===== config.mk =====
export PLATFORM = sky130hd
export DESIGN_NAME = fmtsm_cell
export DESIGN_NICKNAME = d
export VERILOG_FILES = /design/src/hdl/fmtsm_pkg.sv /design/src/hdl/fmtsm_cell.sv
export SDC_FILE = /design/constraint.sdc
export NUM_CORES = 2
export LEC_CHECK = 0
export BUFFER_PORTS_ARGS = -buffer_cell sky130_fd_sc_hd__buf_4
export CORE_UTILIZATION = 30
export DETAILED_ROUTE_END_ITERATION = 8
export PLACE_DENSITY = 0.55
export SYNTH_ARGS = -nofsm -noshare
export SYNTH_HDL_FRONTEND = slang
export SYNTH_MEMORY_MAX_BITS = 65536
export SYNTH_SLANG_ARGS = --single-unit

===== constraint.sdc =====
create_clock -name clock -period 40.3 [get_ports clock]
set_clock_uncertainty 0.2 [all_clocks]
set_input_delay 4.03 -clock clock [delete_from_list [all_inputs] [get_ports clock]]
set_output_delay 4.03 -clock clock [all_outputs]
set_load 0.05 [all_outputs]

===== src/hdl/fmtsm_pkg.sv =====
`timescale 1ns / 1ps
// ----------------------------------------------------------------------------
// fmtsm_pkg
// Shared types and codes for the folded multi-term substring matcher.
// ----------------------------------------------------------------------------
package fmtsm_pkg;

   // request kinds carried in req_tuser
   localparam logic [1:0] REQ_TERM_BYTE = 2'd0;
   localparam logic [1:0] REQ_TERM_LEN  = 2'd1;
   localparam logic [1:0] REQ_NAME_BYTE = 2'd2;

   typedef enum logic [2:0] {
      ST_CLEAR,
      ST_IDLE,
      ST_SWEEP,
      ST_FLUSH,
      ST_EMIT
   } state_type;

   // per-cycle controls broadcast to every cell of the row
   typedef struct packed {
      logic byte_we;   // term byte write, cell checks its own position
      logic vec_we;    // match bit write at the shared write address
      logic vec_clr;   // write zero instead of the computed bit
      logic first;     // first folded byte of a name: old match bits read as zero
   } cell_ctrl_type;

endpackage


===== src/hdl/fmtsm_cell.sv =====
`timescale 1ns / 1ps
// ----------------------------------------------------------------------------
// fmtsm_cell
// One character position of all terms: term byte column, match bit column,
// and the shift-and step that takes the neighbor's old bit.
// ----------------------------------------------------------------------------
module fmtsm_cell #(
   parameter int NUM_TERMS    = 512,
   parameter int MAX_TERM_LEN = 32,
   parameter int POS          = 0
) (
   input  logic                                   clock,
   input  fmtsm_pkg::cell_ctrl_type               ctrl,
   input  logic [(NUM_TERMS > 1 ? $clog2(NUM_TERMS) : 1)-1:0] wr_addr,
   input  logic [(NUM_TERMS > 1 ? $clog2(NUM_TERMS) : 1)-1:0] rd_addr,
   input  logic [4:0]                             wr_pos,
   input  logic [7:0]                             wr_byte,
   input  logic [7:0]                             fold,
   input  logic [$clog2(MAX_TERM_LEN + 1)-1:0]    len,
   input  logic                                   prev_in,
   output logic                                   prev_out,
   output logic                                   hit
);

   logic [7:0] byte_mem [NUM_TERMS];
   logic       vec_mem  [NUM_TERMS];

   logic [7:0] byte_rd_ff;
   logic       vec_rd_ff;
   logic       new_bit;
   logic       pos_sel;

   assign pos_sel  = (32'(wr_pos) == POS);
   assign prev_out = ctrl.first ? 1'b0 : vec_rd_ff;
   assign new_bit  = prev_in && (byte_rd_ff == fold) && (32'(len) > POS);
   assign hit      = new_bit && (32'(len) == POS + 1);

   always_ff @(posedge clock) begin
      if (ctrl.byte_we && pos_sel) begin
         byte_mem[wr_addr] <= wr_byte;
      end
      byte_rd_ff <= byte_mem[rd_addr];
   end

   always_ff @(posedge clock) begin
      if (ctrl.vec_we) begin
         vec_mem[wr_addr] <= ctrl.vec_clr ? 1'b0 : new_bit;
      end
      vec_rd_ff <= vec_mem[rd_addr];
   end

endmodule


==> results.md <==
* CTS buffer count at roughly 470
* Total GRT Usage at 0.1601
* Kind of cell adding the most delay to the critical path: buffers and inverters
* Routability cong. at 0.8233
* # rows at 286
* Post-CTS Setup Bufs at 0
* Synth area leader: edfxtp_1
* Avg Vias per Cell at 5.217
* Syn avg cell area at 19.06 sq um
* Filler cells at 56817
* Vias in the first global route at 95287
* Residual DRC at 0
* CTS tree: built
* Drt first pass iters at 6
* Crit start category: input pin
* Peak VDD IR at slightly below 0.04 mV
* Post-CTS Resized at 0
* Layout cell share with drive strength beyond 1 at 0.1700
* Post-synthesis net count at between 9000 and 10000
* Slew Limit Fails at 0
* Critical path arrival at 10.57 ns
* Buffers & Inverters on Critical Path at 6
* Pin count of the biggest net entering global routing at 182
* CTS Sinks at 4617
* Initial Utilization at 0.3011
* Maximum capacitance violations at 0
* RSZ-0062 raised after global routing: false
* Commonest non-fill, non-tap cells in the layout: edfxtp_1 (4608), nor2_1 (1131), mux2i_1 (874), mux4_2 (736), clkbuf_16 (469)
* H-tree depth at 5
* Full die area at 611600 sq um
* Clock buffer depth at 4
* Slowest-stage cell, CP: nand4_1
* CP Max Fanout at 122
* Fraction of registers with async set/reset at 0
* Routed vias at 94514
* Commonest non-fill, non-tap cell in the layout: edfxtp_1
* Type of the worst setup path: in2reg
* Finished Layout Cells at 18115
* Hold crit path type: reg2reg
* Post-DP HPWL at 307.6 mm
* Die width at roughly 800 um
* Status: complete, no violations
* CTS Hold Bufs at 0
* Crit-path max cell delay at 0.76 ns
* Clock slew at reported path FFs at ~0.06 ns
* Grt ovf at 0
* Initial antenna violation count at between 40 and 50
* CTS root buf: clkbuf_16
* Initial DRC Count at 10916
* Layout Nets at 9693
* Core area at about 600000 sq um
* Combinational Power Share at 0.046
* Area contributors post-synth: edfxtp_1 (76%), mux4_2 (9.1%), mux2i_1 (4.8%)
* Seq pwr share at 0.530
* Clock share of power at 0.425
* CP dominant cell by count: buf_12
* Final hold viol count at 0
* Worst Tran Pin Value at 1.306 ns
* WL final at approximately 510 mm
* Period minus WS final at 9.861 ns
* Post-synth cell types at 71
* Post-synth top flop: edfxtp_1
* Endpoints failing setup at 0
* Area grow syn2layout at 12.95%
* F_max at 0.1014 GHz
* #FFs+latches synth at 4617
* First-pass GRT wire length at 717.0 mm
* Total power at 9.979 mW
* Crit-path cells: buf_16 > buf_4 > buf_12 > buf_12 > buf_4 > buf_12 > mux4_2 > o22ai_1 > a22oi_1 > nand4_1 > nand4_1 > and4b_1
* Sw frac at 0.2177
* Routed Antenna Nets at 0
* Register area share after synthesis at 0.7591
* Inst Count DP at 17236
* Multi-input gate area at roughly 40000 sq um
* Final worst setup slack at roughly 30 ns
* WP data required at 41.01 ns
* Post-Syn Area at 182500 sq um
* I/O pins at 53
* Die H at 782.0 um
* Worst-Skew Late Latency at 1.05 ns
* Mapped Cells at ~9600
* Total of warnings raised by yosys at 0
* Lkg Pwr at 62.00 nW
* Minimum hold slack at 0.9627 ns
* Crit share post-route at 0.2447
* Synth top area share at 0.7581
* Setup WS pre-CTS at between 20 and 30 ns
* I/O Buffers at 52
* EDFF count, synth at 4608
* Slew headroom at 0.1234
* Pwr dens at 48.40 nW/um^2
* Switching power at 2.172 mW
* Reg area at ~140000 sq um
* Final TNS setup at 0 ns
* Mean routed wirelength per cell at ~28 um
* Critical path capture point type: flip-flop
* Cell-internal power at 7.807 mW
[worst paths after layout]
check,to,cells past startpoint,slack [ns],startpoint
worst min register to register,vec_rd_ff,5,0.96,vec_mem[39]
worst max-delay path,byte_rd_ff[7],12,30.44,rd_addr[0]
worst max register to register,vec_mem[149],7,35.12,byte_rd_ff[6]
worst min-delay path,vec_rd_ff,5,0.96,vec_mem[39]
[metrics by stage]
step / utilization / cell area (sq um)
floorplan: - / 182500
global placement: 0.3156 / 191300
detailed placement: 0.3156 / 191300
CTS: 0.3400 / 206100
global route: 0.3401 / 206100
finish: 0.3401 / 206200
[cells in the mapped netlist (all sizes together) (20+ instances only)]
| cell type | n |
|---|---|
| edfxtp | 4608 |
| nor2 | 1133 |
| mux2i | 874 |
| mux4 | 753 |
| o221ai | 414 |
| clkbuf | 371 |
| buf | 306 |
| a21oi | 217 |
| o22ai | 202 |
| nand2 | 141 |
| o21ai | 115 |
| a22oi | 57 |
| nand4 | 52 |
| nor3 | 52 |
| nand3 | 36 |
| nor4 | 28 |
| a211oi | 23 |
| o31ai | 20 |
[sequential cells by signal, summed over array words and instances, names as in the netlist]
name / count
vec_rd_ff: 1
byte_rd_ff: 8
vec_mem: 512
byte_mem: 4096
[cells by family after synthesis]
| logic type | count (synthesis) | share of synthesized area |
|---|---|---|
| flops | 4617 | 0.7591 |
| mux | 1635 | 0.1417 |
| simple gates | 1537 | 0.03512 |
| compound gates | 1102 | 0.04251 |
| buf+inv | 680 | 0.02126 |
| xor+xnor | 8 | 0.0003839 |
[power by group through the flow]
| stage | clock, mW | combinational, mW | sequential, mW |
|---|---|---|---|
| 2_1_floorplan | 0 | 0.249 | 5.38 |
| 3_3_place_gp | 0 | 0.450 | 5.39 |
| 3_5_place_dp | 0 | 0.458 | 5.39 |
| 4_1_cts | 4.30 | 0.459 | 5.28 |
| 5_1_grt | 4.47 | 0.478 | 5.28 |
| 6_report | 4.24 | 0.456 | 5.29 |
[worst register-to-register path: stages (launching register included)]
cell and delay [ns]:
dfxtp_1 0.74, xor2_1 0.23, nor4_1 0.32, nand4_1 0.14
nor4_1 0.25, nor2b_4 0.82, buf_4 0.97, buf_4 1.11
[layer usage]
layer,part of all wire,global-route usage,vias to the layer above
met5,0.00022,0,-
met4,0.029,0.04806,18
met3,0.078,0.03034,738
met2,0.48,0.2615,3825
met1,0.41,0.2174,50553
li1,-,-,39380
[cell type report]
cell class | count | area share
Timing Repair Buffer | 270 | 0.01111
Clock buffer | 578 | 0.05891
Clock inverter | 277 | 0.01290
Tap cell | 8064 | 0.04894
Sequential cell | 4617 | 0.6720
Inverter | 3 | 0.0001032
Multi-Input combinational cell | 4282 | 0.1958
Antenna cell | 24 | 0.0002913
No activity file was read; power rests on OpenSTA's default activity.
